===== src/design/socd_pkg.sv =====
// Package with the shared types, codes and field widths of the SOCD report resolver.
`default_nettype none
package socd_pkg;

	localparam int KEY_W = 35;
	localparam int DPAD_W = 4;
	localparam int PAD_W = 22;
	localparam int CMD_W = 3;
	localparam int IDX_W = 6;
	localparam int IDX_SPACE = 64;
	localparam int PAD_LSB = 4;

	localparam int BIT_RIGHT = 0;
	localparam int BIT_LEFT = 1;
	localparam int BIT_UP = 2;
	localparam int BIT_DOWN = 3;

	localparam logic [CMD_W-1:0] CMD_PRESS = 3'd0;
	localparam logic [CMD_W-1:0] CMD_RELEASE = 3'd1;
	localparam logic [CMD_W-1:0] CMD_RELEASE_ALL = 3'd2;
	localparam logic [CMD_W-1:0] CMD_TOGGLE = 3'd3;
	localparam logic [CMD_W-1:0] CMD_SEND = 3'd4;

	localparam logic [1:0] RES_BOTH = 2'd0;
	localparam logic [1:0] RES_CANCEL = 2'd1;
	localparam logic [1:0] RES_UP_PRIORITY = 2'd2;
	localparam logic [1:0] RES_LATEST = 2'd3;

	localparam logic OUT_KEYBOARD = 1'b0;
	localparam logic OUT_GAMEPAD = 1'b1;

	localparam logic [DPAD_W-1:0] HAT_CENTER = 4'd0;
	localparam logic [DPAD_W-1:0] HAT_N = 4'd1;
	localparam logic [DPAD_W-1:0] HAT_NE = 4'd2;
	localparam logic [DPAD_W-1:0] HAT_E = 4'd3;
	localparam logic [DPAD_W-1:0] HAT_SE = 4'd4;
	localparam logic [DPAD_W-1:0] HAT_S = 4'd5;
	localparam logic [DPAD_W-1:0] HAT_SW = 4'd6;
	localparam logic [DPAD_W-1:0] HAT_W = 4'd7;
	localparam logic [DPAD_W-1:0] HAT_NW = 4'd8;

	localparam int FLAG_LEFT_FIRST = 0;
	localparam int FLAG_RIGHT_FIRST = 1;
	localparam int FLAG_BOTH = 2;

	localparam logic REG_SOCD_MODE = 1'b0;
	localparam logic REG_OUTPUT_MODE = 1'b1;

	typedef struct packed {
		logic [1:0] socd_mode;
		logic       output_mode;
	} cfg_t;

	typedef struct packed {
		logic [KEY_W-1:0]  key_mask;
		logic [DPAD_W-1:0] dpad_code;
		logic [PAD_W-1:0]  pad_buttons;
	} report_t;

endpackage
`default_nettype wire


===== src/design/socd_if.sv =====
// Stream interfaces for the command channel and the report channel.
`default_nettype none
interface socd_cmd_if;
	import socd_pkg::*;
	logic             valid;
	logic             ready;
	logic [CMD_W-1:0] command;
	logic [IDX_W-1:0] button_index;
	modport source (output valid, command, button_index, input ready);
	modport sink (input valid, command, button_index, output ready);
endinterface

interface socd_rpt_if;
	import socd_pkg::*;
	logic              valid;
	logic              ready;
	logic [KEY_W-1:0]  key_mask;
	logic [DPAD_W-1:0] dpad_code;
	logic [PAD_W-1:0]  pad_buttons;
	modport source (output valid, key_mask, dpad_code, pad_buttons, input ready);
	modport sink (input valid, key_mask, dpad_code, pad_buttons, output ready);
endinterface
`default_nettype wire


===== src/design/socd_cfg.sv =====
// APB-style register file holding the SOCD mode and the output mode.
`default_nettype none
module socd_cfg (
	input  wire logic         clk,
	input  wire logic         arst_n,
	input  wire logic         psel,
	input  wire logic         penable,
	input  wire logic         pwrite,
	input  wire logic [2:0]   paddr,
	input  wire logic [31:0]  pwdata,
	output logic [31:0]       prdata,
	output logic              pready,
	output socd_pkg::cfg_t    cfg
);
	import socd_pkg::*;

	logic [1:0] socd_mode_q;
	logic       output_mode_q;
	logic       reg_sel;
	logic       wr_en;

	assign reg_sel = paddr[2];
	assign pready = 1'b1;
	assign wr_en = psel && penable && pwrite;

	always_ff @(posedge clk or negedge arst_n) begin
		if (!arst_n) begin
			socd_mode_q <= RES_BOTH;
			output_mode_q <= OUT_KEYBOARD;
		end else if (wr_en) begin
			case (reg_sel)
				REG_SOCD_MODE: socd_mode_q <= pwdata[1:0];
				REG_OUTPUT_MODE: output_mode_q <= pwdata[0];
				default: ;
			endcase
		end
	end

	always_comb begin
		case (reg_sel)
			REG_SOCD_MODE: prdata = {30'd0, socd_mode_q};
			REG_OUTPUT_MODE: prdata = {31'd0, output_mode_q};
			default: prdata = 32'd0;
		endcase
	end

	assign cfg = '{socd_mode: socd_mode_q, output_mode: output_mode_q};
endmodule
`default_nettype wire


===== src/design/socd_held.sv =====
// Held-button register updated by press, release, release-all and toggle commands.
`default_nettype none
module socd_held #(
	parameter int NUM_BUTTONS = 35
) (
	input  wire logic                          clk,
	input  wire logic                          arst_n,
	input  wire logic                          cmd_fire,
	input  wire logic [socd_pkg::CMD_W-1:0]    command,
	input  wire logic [socd_pkg::IDX_W-1:0]    button_index,
	output logic [NUM_BUTTONS-1:0]             held
);
	import socd_pkg::*;

	logic [NUM_BUTTONS-1:0] held_q;
	logic [NUM_BUTTONS-1:0] sel;
	logic [NUM_BUTTONS-1:0] held_nxt;

	always_comb begin
		for (int i = 0; i < NUM_BUTTONS; i++) begin
			sel[i] = (button_index == IDX_W'(i));
		end
	end

	always_comb begin
		case (command)
			CMD_PRESS: held_nxt = held_q | sel;
			CMD_RELEASE: held_nxt = held_q & ~sel;
			CMD_RELEASE_ALL: held_nxt = '0;
			CMD_TOGGLE: held_nxt = held_q ^ sel;
			default: held_nxt = held_q;
		endcase
	end

	always_ff @(posedge clk or negedge arst_n) begin
		if (!arst_n) begin
			held_q <= '0;
		end else if (cmd_fire) begin
			held_q <= held_nxt;
		end
	end

	assign held = held_q;
endmodule
`default_nettype wire


===== src/design/socd_resolve.sv =====
// Direction resolution, last-input flags and report formatting for one send beat.
`default_nettype none
module socd_resolve #(
	parameter int NUM_BUTTONS = 35
) (
	input  wire logic                  clk,
	input  wire logic                  arst_n,
	input  wire logic                  send_fire,
	input  wire logic [NUM_BUTTONS-1:0] held,
	input  wire socd_pkg::cfg_t        cfg,
	output socd_pkg::report_t          report
);
	import socd_pkg::*;

	logic [2:0]           flags_q [2];
	logic [2:0]           f_in;
	logic [2:0]           f_set;
	logic [2:0]           f_nxt;
	logic [IDX_SPACE-1:0] hx;
	logic                 l, r, u, d;
	logic                 li_xp, li_xn;
	logic                 xp, xn, yp, yn;
	logic                 kbd_natural;
	logic [DPAD_W-1:0]    dpad;

	assign hx = IDX_SPACE'(held);
	assign r = hx[BIT_RIGHT];
	assign l = hx[BIT_LEFT];
	assign u = hx[BIT_UP];
	assign d = hx[BIT_DOWN];
	assign kbd_natural = (cfg.socd_mode == RES_BOTH) && (cfg.output_mode == OUT_KEYBOARD);
	assign f_in = flags_q[cfg.output_mode];

	always_comb begin
		f_set = f_in;
		if (f_in == 3'd0) begin
			if (l && r) f_set[FLAG_BOTH] = 1'b1;
			else if (l) f_set[FLAG_LEFT_FIRST] = 1'b1;
			else if (r) f_set[FLAG_RIGHT_FIRST] = 1'b1;
		end
		f_nxt = f_set;
		li_xp = 1'b0;
		li_xn = 1'b0;
		if (f_set[FLAG_BOTH]) begin
			if (!l || !r) f_nxt[FLAG_BOTH] = 1'b0;
		end else if (f_set[FLAG_LEFT_FIRST]) begin
			if (!l) f_nxt[FLAG_LEFT_FIRST] = 1'b0;
			li_xp = r;
			li_xn = !r && l;
		end else if (f_set[FLAG_RIGHT_FIRST]) begin
			if (!r) f_nxt[FLAG_RIGHT_FIRST] = 1'b0;
			li_xn = l;
			li_xp = !l && r;
		end
	end

	always_ff @(posedge clk or negedge arst_n) begin
		if (!arst_n) begin
			flags_q[0] <= '0;
			flags_q[1] <= '0;
		end else if (send_fire && cfg.socd_mode == RES_LATEST) begin
			flags_q[cfg.output_mode] <= f_nxt;
		end
	end

	always_comb begin
		if (cfg.socd_mode == RES_LATEST) begin
			xp = li_xp;
			xn = li_xn;
		end else if (kbd_natural) begin
			xp = r;
			xn = l;
		end else begin
			xp = r && !l;
			xn = l && !r;
		end
		if (cfg.socd_mode == RES_UP_PRIORITY || cfg.socd_mode == RES_LATEST) begin
			yp = u;
			yn = !u && d;
		end else if (!kbd_natural) begin
			yp = u && !d;
			yn = d && !u;
		end else begin
			yp = 1'b0;
			yn = 1'b0;
		end
	end

	always_comb begin
		if (xn) dpad = yn ? HAT_SW : (yp ? HAT_NW : HAT_W);
		else if (!xp) dpad = yn ? HAT_S : (yp ? HAT_N : HAT_CENTER);
		else dpad = yn ? HAT_SE : (yp ? HAT_NE : HAT_E);
	end

	always_comb begin
		if (cfg.output_mode == OUT_KEYBOARD) begin
			report.key_mask = {hx[KEY_W-1:4],
				(cfg.socd_mode == RES_BOTH) ? hx[3:0] : {yn, yp, xn, xp}};
			report.dpad_code = HAT_CENTER;
			report.pad_buttons = '0;
		end else begin
			report.key_mask = '0;
			report.dpad_code = dpad;
			report.pad_buttons = hx[PAD_LSB +: PAD_W];
		end
	end
endmodule
`default_nettype wire


===== src/design/socd_button_report_resolver_unit.sv =====
// Top level of the SOCD button report resolver with its report output register.
// A new command beat can be taken in every cycle while no report waits or the report channel's
// ready is high. Press, release, release-all and toggle update the held-button register at
// the accepting edge; a send beat produces one report in the output register in the cycle
// after, resolved from the held buttons, the SOCD mode and the last-input flags. Registers
// must be written over the APB-style port only while no beat is in flight; the block
// itself does not enforce this.
`default_nettype none
module socd_button_report_resolver_unit #(
	parameter int NUM_BUTTONS = 35
) (
	input  wire logic        clk,
	input  wire logic        arst_n,
	socd_cmd_if.sink         in_ch,
	socd_rpt_if.source       out_ch,
	input  wire logic        psel,
	input  wire logic        penable,
	input  wire logic        pwrite,
	input  wire logic [2:0]  paddr,
	input  wire logic [31:0] pwdata,
	output logic [31:0]      prdata,
	output logic             pready
);
	import socd_pkg::*;

	cfg_t                   cfg;
	report_t                report;
	report_t                report_q;
	logic                   out_valid_q;
	logic                   cmd_fire;
	logic                   send_fire;
	logic [NUM_BUTTONS-1:0] held;

	socd_cfg u_cfg (
		.clk     (clk),
		.arst_n  (arst_n),
		.psel    (psel),
		.penable (penable),
		.pwrite  (pwrite),
		.paddr   (paddr),
		.pwdata  (pwdata),
		.prdata  (prdata),
		.pready  (pready),
		.cfg     (cfg)
	);

	assign in_ch.ready = !out_valid_q || out_ch.ready;
	assign cmd_fire = in_ch.valid && in_ch.ready;
	assign send_fire = cmd_fire && (in_ch.command == CMD_SEND);

	socd_held #(.NUM_BUTTONS(NUM_BUTTONS)) u_held (
		.clk          (clk),
		.arst_n       (arst_n),
		.cmd_fire     (cmd_fire),
		.command      (in_ch.command),
		.button_index (in_ch.button_index),
		.held         (held)
	);

	socd_resolve #(.NUM_BUTTONS(NUM_BUTTONS)) u_resolve (
		.clk       (clk),
		.arst_n    (arst_n),
		.send_fire (send_fire),
		.held      (held),
		.cfg       (cfg),
		.report    (report)
	);

	always_ff @(posedge clk or negedge arst_n) begin
		if (!arst_n) begin
			out_valid_q <= 1'b0;
		end else if (send_fire) begin
			out_valid_q <= 1'b1;
		end else if (out_ch.ready) begin
			out_valid_q <= 1'b0;
		end
	end

	always_ff @(posedge clk) begin
		if (send_fire) begin
			report_q <= report;
		end
	end

	assign out_ch.valid = out_valid_q;
	assign out_ch.key_mask = report_q.key_mask;
	assign out_ch.dpad_code = report_q.dpad_code;
	assign out_ch.pad_buttons = report_q.pad_buttons;

`ifndef SYNTHESIS
	a_send_gives_report: assert property (@(posedge clk) disable iff (!arst_n)
		(in_ch.valid && in_ch.ready && in_ch.command == CMD_SEND) |=> out_ch.valid)
		else $error("Accepted send beat did not produce a report.");

	a_no_invented_report: assert property (@(posedge clk) disable iff (!arst_n)
		(!out_ch.valid && !(in_ch.valid && in_ch.ready && in_ch.command == CMD_SEND))
		|=> !out_ch.valid)
		else $error("Report appeared without a send beat.");

	a_mode_fields_exclusive: assert property (@(posedge clk) disable iff (!arst_n)
		(out_ch.valid && out_ch.key_mask != '0)
		|-> (out_ch.dpad_code == HAT_CENTER && out_ch.pad_buttons == '0))
		else $error("Keyboard report carries gamepad fields.");

	a_dpad_range: assert property (@(posedge clk) disable iff (!arst_n)
		out_ch.valid |-> (out_ch.dpad_code <= HAT_NW))
		else $error("Dpad code out of range.");
`endif
endmodule
`default_nettype wire

===== src/flat_wrapper.sv =====
// flat-port wrapper written by rule: the top's interface ports become plain ports
module socd_button_report_resolver_unit_flat import socd_pkg::*;
#(
	parameter int NUM_BUTTONS = 35
)
  (clk, arst_n, psel, penable, pwrite, paddr, pwdata, prdata, pready, in_ch_valid, in_ch_command, in_ch_button_index, in_ch_ready, out_ch_valid, out_ch_key_mask, out_ch_dpad_code, out_ch_pad_buttons, out_ch_ready);
  socd_cmd_if in_ch_i ();
  socd_rpt_if out_ch_i ();
  input  wire logic clk;
  input  wire logic arst_n;
  input  wire logic psel;
  input  wire logic penable;
  input  wire logic pwrite;
  input  wire logic [2:0] paddr;
  input  wire logic [31:0] pwdata;
  output logic [31:0] prdata;
  output logic pready;
  input wire logic [$bits(in_ch_i.valid)-1:0] in_ch_valid;
  input wire logic [$bits(in_ch_i.command)-1:0] in_ch_command;
  input wire logic [$bits(in_ch_i.button_index)-1:0] in_ch_button_index;
  output wire logic [$bits(in_ch_i.ready)-1:0] in_ch_ready;
  output wire logic [$bits(out_ch_i.valid)-1:0] out_ch_valid;
  output wire logic [$bits(out_ch_i.key_mask)-1:0] out_ch_key_mask;
  output wire logic [$bits(out_ch_i.dpad_code)-1:0] out_ch_dpad_code;
  output wire logic [$bits(out_ch_i.pad_buttons)-1:0] out_ch_pad_buttons;
  input wire logic [$bits(out_ch_i.ready)-1:0] out_ch_ready;
  assign in_ch_i.valid = in_ch_valid;
  assign in_ch_i.command = in_ch_command;
  assign in_ch_i.button_index = in_ch_button_index;
  assign in_ch_ready = in_ch_i.ready;
  assign out_ch_valid = out_ch_i.valid;
  assign out_ch_key_mask = out_ch_i.key_mask;
  assign out_ch_dpad_code = out_ch_i.dpad_code;
  assign out_ch_pad_buttons = out_ch_i.pad_buttons;
  assign out_ch_i.ready = out_ch_ready;
  socd_button_report_resolver_unit #(.NUM_BUTTONS(NUM_BUTTONS)) u_core (.clk(clk), .arst_n(arst_n), .in_ch(in_ch_i), .out_ch(out_ch_i), .psel(psel), .penable(penable), .pwrite(pwrite), .paddr(paddr), .pwdata(pwdata), .prdata(prdata), .pready(pready));
endmodule

===== config.mk =====
export PLATFORM = sky130hd
export DESIGN_NAME = socd_button_report_resolver_unit_flat
export DESIGN_NICKNAME = d
export VERILOG_FILES = /design/src/design/socd_pkg.sv /design/src/design/socd_if.sv /design/src/design/socd_cfg.sv /design/src/design/socd_held.sv /design/src/design/socd_resolve.sv /design/src/design/socd_button_report_resolver_unit.sv /design/src/flat_wrapper.sv
export SDC_FILE = /design/constraint.sdc
export NUM_CORES = 1
export LEC_CHECK = 0
export BUFFER_PORTS_ARGS = -buffer_cell sky130_fd_sc_hd__buf_2
export CORE_UTILIZATION = 38
export DETAILED_ROUTE_END_ITERATION = 7
export SYNTH_ARGS = -nofsm -noshare
export SYNTH_HDL_FRONTEND = slang
export SYNTH_SLANG_ARGS = --single-unit

===== constraint.sdc =====
create_clock -name clk -period 4.7 [get_ports clk]
set_input_delay 0.235 -clock clk [delete_from_list [all_inputs] [get_ports clk]]
set_output_delay 0.235 -clock clk [all_outputs]
set_load 0.03 [all_outputs]

==> results of run 1 <==
[area by class of cell]
type	instances	share of cell area, %
clock inverters	5	0.453
multi-input cells	461	41.9
flip-flops and latches	106	41.2
clock buffers	11	3.24
inverters	58	3.03
well taps	220	3.84
repair buffers	88	6.31
[kinds of logic after synthesis]
kind of cell	share of synthesized area (%)
buffers and inverters	9.25
AO/OA/AOI/OAI	14.8
adder cells (fa/ha/maj)	13.6
AND/OR/NAND/NOR	13.8
multiplexers	2.60
flip-flops	45.9
other	0.116
[synthesized netlist by cell type]
cell      count
nor2b_1       2
mux2_2       12
and3b_1       1
edfxtp_1     61
o211ai_1      1
buf_6         1
or2_1         1
and4_1        1
conb_1        2
and2_1       24
buf_4        31
a31o_2        2
clkbuf_1     33
mux2i_1       1
nand3_1       1
nand4b_1      1
nor3b_1       2
o21ai_0      33
nand2_1      82
nand3b_1      1
o311a_1       1
o21ai_2       1
nor4_1        3
a21boi_0      1
a211oi_1     39
a221oi_2      1
ha_1         70
mux2i_4       1
inv_1        58
nand2b_1      5
nand4_1       3
nor2_1       56
buf_1         3
a21o_1       21
nor4b_1       1
or3_1         3
o211a_1       2
a31oi_1       1
a22o_1        1
a311oi_1      4
nor3_1       11
a21oi_1      40
dfrtp_1      45
[registers in the layout, summed over array words and instances, names as in the netlist]
| register | count |
|---|---|
| u_core.u_resolve.flags_q | 6 |
| u_core.u_cfg.socd_mode_q | 2 |
| u_core.out_ch.pad_buttons | 22 |
| u_core.u_cfg.output_mode_q | 1 |
| u_core.u_held.held | 35 |
| u_core.out_ch.valid | 1 |
| u_core.out_ch.key_mask | 35 |
| u_core.out_ch.dpad_code | 4 |
[metrics by stage]
| stage | total power [W] | worst slack, ns | area [sq um] | hold slack (ns) | instances |
|---|---|---|---|---|---|
| finish | 0.00250 | 2.22 | 7180 | -0.0360 | 949 |
| global route | 0.00265 | 2.10 | 7180 | 0.0257 | 949 |
| CTS | 0.00252 | 2.24 | 7180 | 0.00221 | 949 |
| detailed placement | 0.00182 | 2.13 | 6910 | 0.393 | 933 |
| global placement | 0.00177 | 2.17 | 6910 | 0.394 | 933 |
| floorplan | 0.00167 | 1.66 | 6560 | -0.0606 | 693 |
[critical path, stage by stage (launching register included)]
cell      delay (ns)
dfrtp_2         0.72
mux2_2          0.42
a31o_2          0.22
a221oi_2        0.39
nor4_1          0.09
or3_1           0.38
[power groups by stage]
stage | clock, W | sequential [W] | combinational (W)
global placement | 0 | 0.00120 | 0.000576
global route | 0.000751 | 0.00120 | 0.000697
detailed placement | 0 | 0.00121 | 0.000611
floorplan | 0 | 0.00120 | 0.000474
finish | 0.000698 | 0.00119 | 0.000612
CTS | 0.000717 | 0.00119 | 0.000614
[worst max-delay path by stage]
stage	startpoint	to	slack (ns)	cells after the start
floorplan	u_core.out_ch.valid	u_core.u_resolve.flags_q[0]	1.66	5
global placement	in_ch_command[2]	u_core.out_ch.pad_buttons[12]	2.17	4
CTS	u_core.u_cfg.output_mode_q	u_core.out_ch.dpad_code[0]	2.24	5
global route	u_core.u_cfg.output_mode_q	u_core.out_ch.dpad_code[0]	2.10	5
finish	u_core.u_cfg.output_mode_q	u_core.out_ch.dpad_code[0]	2.22	5
detailed placement	in_ch_command[2]	u_core.out_ch.key_mask[1]	2.13	4
[per-layer routing]
layer	wire (um)	GRT usage (%)
met5	0	0
met4	218	5.68
met3	808	3.34
met2	7320	30.7
met1	6270	21.5
[cell usage in the layout (no fill, tap or decap), types with 2 or more instances in the layout]
| master | count |
|---|---|
| nand2_1 | 82 |
| a21o_1 | 21 |
| mux2_2 | 12 |
| a21oi_1 | 40 |
| edfxtp_1 | 61 |
| dfrtp_1 | 44 |
| a31o_2 | 2 |
| nor2_1 | 55 |
| conb_1 | 31 |
| nand4_1 | 3 |
| o211a_1 | 2 |
| clkinvlp_4 | 3 |
| buf_4 | 5 |
| nor3_1 | 11 |
| o21ai_0 | 33 |
| inv_1 | 57 |
| nor4_1 | 3 |
| or3_1 | 3 |
| a211oi_1 | 39 |
| clkinv_2 | 2 |
| and2_1 | 24 |
| ha_1 | 70 |
| nand2b_1 | 5 |
| buf_2 | 83 |
| clkbuf_1 | 2 |
| clkbuf_16 | 9 |
| a311oi_1 | 4 |
| nor3b_1 | 2 |
| nor2b_1 | 2 |
==> flow_summary.yaml, run 1 <==
layout:
  area_delta_synth_final_pct: 11.3
  diodes: 0
  fillers: 1615
  seq_area_sq_mm: 0.00296
  fin_nets: 845
  fin_util_pct: 43.3
  multiInputGateArea_sq_mm: 0.00301
  drive_gt1_share_pct: 16.7
clock_tree:
  cts_tree: "yes"
  htree_levels: 3
  cts-root-buf: "clkbuf_16"
  ctsResizeCount: 0
  postCtsSetupRepairBufs: 0
  cts_sinks: 106
  clock_latency_ns: 0.36
  cts_hold_buf: 0
  clk_path_buf_depth: 2
  clk_pin_slew_ns: 0.07
  cts_buffers: 9
place:
  port_buffers: 83
  gp_congestion: 0.772
  dp_hpwl_mm: 9.62
power:
  powerDensity_mw_per_mm2: 348
  switching_share_pct: 32.8
  comb_power_share_pct: 24.5
  p_leak_nw: 3.19
  power.share.clock_pct: 28.0
  p_seq_share_pct: 47.5
  p_sw_w: 0.000820
  internal_power_w: 0.00168
  peakVddDrop_uv: 186
sta:
  clock.fmax_ghz: 0.403
  setup_viol: 0
  finalCriticalPeriod_ns: 2.48
  tightest_slew_ns: 0.902
  finalCritPeriodShare_pct: 52.8
  max_slew_margin_pct: 39.7
  finalHoldViolations: 27
  drv_slew: 0
  rsz0062_at_grt: "false"
  holdWs_ns: -0.0360
  tns_ns: 0
  clock_skew_ns: 0.0104
grt:
  grt_max_degree: 71
  track_usage_pct: 17.5
  grt_pass1_wl_mm: 24.1
  antenna_found_initial: 0
  grt_pass1_vias: 4755
  grt-ovfl-total: 0
critical_path:
  r2r_start: "u_core.u_cfg.output_mode_q"
  start_kind: "register"
  cp_data_required_time_ns: 4.81
  end_kind: "register"
  ff2ff_path_depth: 5
  path_class: "register to register"
  arrival_ns: 2.59
  cp_max_fo: 29
  rr_endpoint: "u_core.out_ch.dpad_code[0]"
  reg2reg_slack_ns: 2.22
drt:
  firstDrtPassIters: 7
  ant_nets: 0
  drt-total-wl_mm: 14.6
  drtIter0Drc: 447
  viasPerCell: 5.14
  wl_per_cell_um: 15.4
  drc: 0
  vias: 4881
yosys:
  syn_inst: 664
  synth_top_cell_by_area: "edfxtp_1"
  yosys_warnings: 0
  synth-seq-cells: 106
  synth_cell_types: 43
  syn_avg_cell_area_sq_um: 9.71
  netlist_top_cells_area: "edfxtp_1 (28%), dfrtp_1 (17%), ha_1 (14%), nand2_1 (4.8%), a211oi_1 (4.5%)"
  yosysSeqAreaShare_pct: 45.9
  yosysTopAreaCellShare_pct: 28.4
  syn-cell-area_sq_mm: 0.00645
status:
  violations: "negative hold slack"
  status: "finished with violations"
floorplanning:
  num_rows: 47
  core_area_sq_mm: 0.0166
  start_util_pct: 38.9
  io_pins: 147
  dieHeight_um: 132
  die_x_um: 132
  die_area_sq_mm: 0.0175
job:
  cap_violations: 0
worst_hold_path:
  hold_class: "primary input to async pin"
Note: power is estimated with default switching activity, not from simulation.
==> run 2: changes to the inputs <==
==> constraint.sdc (replaced) <==
create_clock -name clk -period 2.15 [get_ports clk]
set_input_delay 0.1075 -clock clk [delete_from_list [all_inputs] [get_ports clk]]
set_output_delay 0.1075 -clock clk [all_outputs]
set_load 0.03 [all_outputs]
==> flow_summary.yaml, run 2 (same netlist as run 1, synthesis figures left out) <==
floorplanning:
  num_rows: 47
  io_pins: 147
  start_util_pct: 38.9
  die_area_sq_mm: 0.0175
  die_x_um: 132
  core_area_sq_mm: 0.0166
  dieHeight_um: 132
critical_path:
  cp_max_fo: 6
  cpMaxStageDelayCell: "dfrtp_2"
  slowest_delay_ns: 0.48
  start_kind: "register"
  end_kind: "register"
  arrival_ns: 2.23
  cp_data_required_time_ns: 2.26
  critPathBufInv: 1
  path_class: "register to register"
  crit_family: "compound AO/OA/AOI/OAI gates"
  path_cells: "buf_6 -> mux2_4 -> o21ai_4 -> a221oi_4 -> o211a_1 -> or3_1"
grt:
  grt-ovfl-total: 0
  antenna_found_initial: 0
  track_usage_pct: 17.0
  grt_pass1_vias: 4853
  grt_pass1_wl_mm: 23.5
  grt_max_degree: 71
clock_tree:
  clock_latency_ns: 0.36
  clk_pin_slew_ns: 0.07
  htree_levels: 3
  cts-root-buf: "clkbuf_16"
  clk_path_buf_depth: 2
  cts_tree: "yes"
  cts_buffers: 9
  cts_sinks: 106
power:
  p_leak_nw: 3.40
  powerDensity_mw_per_mm2: 783
  power_w: 0.00593
  peakVddDrop_uv: 556
sta:
  rsz0062_at_grt: "true"
  clock.fmax_ghz: 0.471
  tightest_slew_ns: 0.675
  max_slew_margin_pct: 55.0
  finalHoldViolations: 0
  holdWs_ns: 0.0167
  tns_ns: 0
  setup_viol: 0
  drv_slew: 0
  finalCriticalPeriod_ns: 2.12
  clock_skew_ns: 0.00914
  finalCritPeriodShare_pct: 98.7
drt:
  ant_nets: 0
  viasPerCell: 5.06
  drc: 0
  wl_per_cell_um: 14.8
  drtIter0Drc: 248
  drt-total-wl_mm: 14.5
  vias: 4953
  firstDrtPassIters: 4
layout:
  area_delta_synth_final_pct: 17.3
  layout_common_cells: "buf_2 (83), nand2_1 (82), ha_1 (70)"
  final_area_sq_mm: 0.00756
  fin_nets: 875
  diodes: 0
  drive_gt1_share_pct: 20.6
  mostFrequentLayoutCell: "buf_2"
  instances_no_fill: 979
status:
  status: "completed"
place:
  dpl_cell_area_sq_mm: 0.00710
  dp.cells: 955
  gp_congestion: 0.851
  port_buffers: 83
  dp_hpwl_mm: 9.94
worst_hold_path:
  hold_class: "primary input to register"
job:
  cap_violations: 0
==> run 2: layer usage <==
metal | vias up | track usage, % | wire (um)
met1 | 2374 | 21.1 | 6540
li1 | 2391 | - | -
met5 | - | 0 | 0
met2 | 168 | 29.0 | 6910
met3 | 20 | 3.38 | 826
met4 | 0 | 6.64 | 236
==> run 2: cell type report <==
type / count / area (sq um)
multi-input combinational: 461 / 3060
clock buffer: 9 / 225
fill: 1604 / 9020
inverter: 58 / 221
timing repair buffer: 118 / 706
sequential: 106 / 2960
tap: 220 / 275
clock inverter: 7 / 116
==> run 2: tightest hold or removal path, cell delays in order <==
cell      delay [ns]
buf_2           0.07
nand2b_4        0.12
nand2_1         0.04
==> run 2: timing repair <==
| action | in CTS | in global routing |
|---|---|---|
| pin swaps | 0 | 8 |
| cloned | 0 | 0 |
| resized for setup | 1 | 10 |
| hold endpoints to repair | 27 | 0 |
| setup buffers | 0 | 5 |
| setup endpoints to repair | 1 | 1 |
| hold buffers | 3 | 0 |
==> run 2: metrics by stage <==
step	utilization (%)	worst slack (ns)
global placement	42.8	0.0410
global route	45.6	-0.0238
detailed placement	42.8	-0.0126
floorplan	-	-0.287
CTS	45.1	0.0248
finish	45.6	0.0275
==> run 2: worst paths after layout <==
path / slack (ns) / cells after the start / startpoint / end
setup / recovery: 0.03 / 6 / u_core.u_cfg.output_mode_q / u_core.out_ch.dpad_code[0]
hold / removal: 0.02 / 3 / out_ch_ready / u_core.out_ch.valid
setup reg to reg: 0.03 / 6 / u_core.u_cfg.output_mode_q / u_core.out_ch.dpad_code[0]
hold reg to reg: 0.52 / 1 / u_core.u_held.held[30] / u_core.u_held.held[30]
max in group asynchronous: 1.17 / 3 / arst_n / u_core.u_held.held[16]
min in group asynchronous: 0.32 / 2 / arst_n / u_core.u_cfg.socd_mode_q[1]
==> run 2: where the power goes <==
group | switching, W | internal (W) | total, W
Clock | 0.000750 | 0.00114 | 0.00189
Sequential | 0.000184 | 0.00239 | 0.00257
Combinational | 0.000893 | 0.000572 | 0.00146
Total | 0.00183 | 0.00410 | 0.00593
==> run 3: changes to the inputs <==
==> constraint.sdc (replaced) <==
create_clock -name clk -period 2.36 [get_ports clk]
set_input_delay 0.118 -clock clk [delete_from_list [all_inputs] [get_ports clk]]
set_output_delay 0.118 -clock clk [all_outputs]
set_load 0.03 [all_outputs]
==> flow_summary.yaml, run 3 (same netlist as run 1, synthesis figures left out) <==
clock_tree:
  ctsResizeCount: 0
  cts_buffers: 9
  htree_levels: 3
  clock_latency_ns: 0.35
  cts-root-buf: "clkbuf_16"
  cts_tree: "yes"
  cts_sinks: 106
  clk_pin_slew_ns: 0.07
  clk_path_buf_depth: 2
drt:
  wl_per_cell_um: 15.0
  drtIter0Drc: 318
  drc: 0
  viasPerCell: 4.97
  ant_nets: 0
  drt-total-wl_mm: 14.5
  firstDrtPassIters: 6
  vias: 4810
grt:
  track_usage_pct: 17.2
  grt_pass1_vias: 4805
  antenna_found_initial: 0
  grt-ovfl-total: 0
  grt_pass1_wl_mm: 23.9
  grt_max_degree: 71
sta:
  clock_skew_ns: 0.00902
  finalCriticalPeriod_ns: 2.22
  max_slew_margin_pct: 55.9
  drv_slew: 0
  finalCritPeriodShare_pct: 94.0
  rsz0062_at_grt: "false"
  clock.fmax_ghz: 0.451
  finalHoldViolations: 0
  holdWs_ns: 0.0176
  tightest_slew_ns: 0.662
  setup_viol: 0
critical_path:
  slowest_delay_ns: 0.50
  path_class: "register to register"
  cpMaxStageDelayCell: "dfrtp_2"
  ff2ff_path_depth: 5
  end_kind: "register"
  path_cells: "mux2_2 -> a31o_2 -> a221oi_2 -> nor4_1 -> or3_1"
  critPathBufInv: 0
  cp_data_required_time_ns: 2.46
  start_kind: "register"
  reg2reg_slack_ns: 0.14
  cp_max_fo: 11
  crit_family: "compound AO/OA/AOI/OAI gates"
  rr_endpoint: "u_core.out_ch.dpad_code[0]"
  r2r_start: "u_core.u_cfg.output_mode_q"
  arrival_ns: 2.32
worst_hold_path:
  hold_depth: 2
  worstHoldEndpoint: "u_core.u_cfg.socd_mode_q[0]"
  hold_class: "primary input to register"
  hold_start: "pwdata[0]"
layout:
  multiInputGateArea_sq_mm: 0.00301
  layout_common_cells: "buf_2 (83), nand2_1 (82), ha_1 (70)"
  seq_area_sq_mm: 0.00296
  fillers: 1646
  area_delta_synth_final_pct: 14.2
  instances_no_fill: 968
  fin_nets: 863
  drive_gt1_share_pct: 18.6
  mostFrequentLayoutCell: "buf_2"
place:
  port_buffers: 83
  dp_hpwl_mm: 10.1
  dp.cells: 949
  gp_congestion: 0.807
floorplanning:
  die_area_sq_mm: 0.0175
  start_util_pct: 38.9
  die_x_um: 132
  num_rows: 47
  core_area_sq_mm: 0.0166
  io_pins: 147
  dieHeight_um: 132
power:
  peakVddDrop_uv: 455
  powerDensity_mw_per_mm2: 686
  p_leak_nw: 3.31
status:
  status: "completed"
job:
  cap_violations: 0
run 3: cell types whose count changed in the layout (fill, tap and decap cells not counted), sizes merged:
cell,delta
bufinv,-3
diode,+1
dlygate4sd3,-1
clkinvlp,-1
buf,-11
inv,-1
clkbuf,+5
run 3: routing by layer:
metal	global-route usage (%)	up-vias	routed length (um)
met5	0	-	0
met4	5.30	0	197
met3	3.34	17	800
met2	29.2	139	6990
met1	22.1	2284	6550
li1	-	2370	-
run 3: repair_timing:
action	4_1_cts	5_1_grt
buffers inserted	0	0
hold buffers	2	0
endpoints found under the hold margin	46	0
run 3: where the power goes:
part / switching, W / internal, W
clock: 0.000647 / 0.000807
sequential: 0.000172 / 0.00218
combinational: 0.000780 / 0.000470
total: 0.00160 / 0.00345
run 3: final cells by class:
cell class	count	area share, %
Antenna cell	1	0.0340
Clock buffer	14	3.74
Clock inverter	2	0.136
Inverter	58	3.01
Multi-Input combinational cell	461	40.9
Sequential cell	106	40.2
Tap cell	220	3.74
Timing Repair Buffer	106	8.22
run 3: metrics by stage:
step           util, %  total power (W)  setup WS (ns)  area [sq um]  setup TNS [ns]
6_report          44.4          0.00505          0.143          7360               0
5_1_grt           44.4          0.00536         0.0213          7360               0
4_1_cts           44.4          0.00510          0.139          7360               0
3_5_place_dp      42.6          0.00364          0.155          7060               0
3_3_place_gp      42.6          0.00355          0.217          7060               0
2_1_floorplan        -          0.00333        -0.0770          6570          -0.231
run 3: worst max-delay path by stage:
stage                                           from  cells after the start                     endpoint  slack [ns]
final                     u_core.u_cfg.output_mode_q                      5   u_core.out_ch.dpad_code[0]        0.14
after global routing      u_core.u_cfg.output_mode_q                      5   u_core.out_ch.dpad_code[0]        0.02
after CTS                 u_core.u_cfg.output_mode_q                      5   u_core.out_ch.dpad_code[0]        0.14
after detailed placement  u_core.u_cfg.output_mode_q                      5   u_core.out_ch.dpad_code[0]        0.16
after global placement    u_core.u_cfg.output_mode_q                      5   u_core.out_ch.dpad_code[0]        0.22
after floorplan                  u_core.out_ch.valid                      5  u_core.u_resolve.flags_q[0]       -0.08
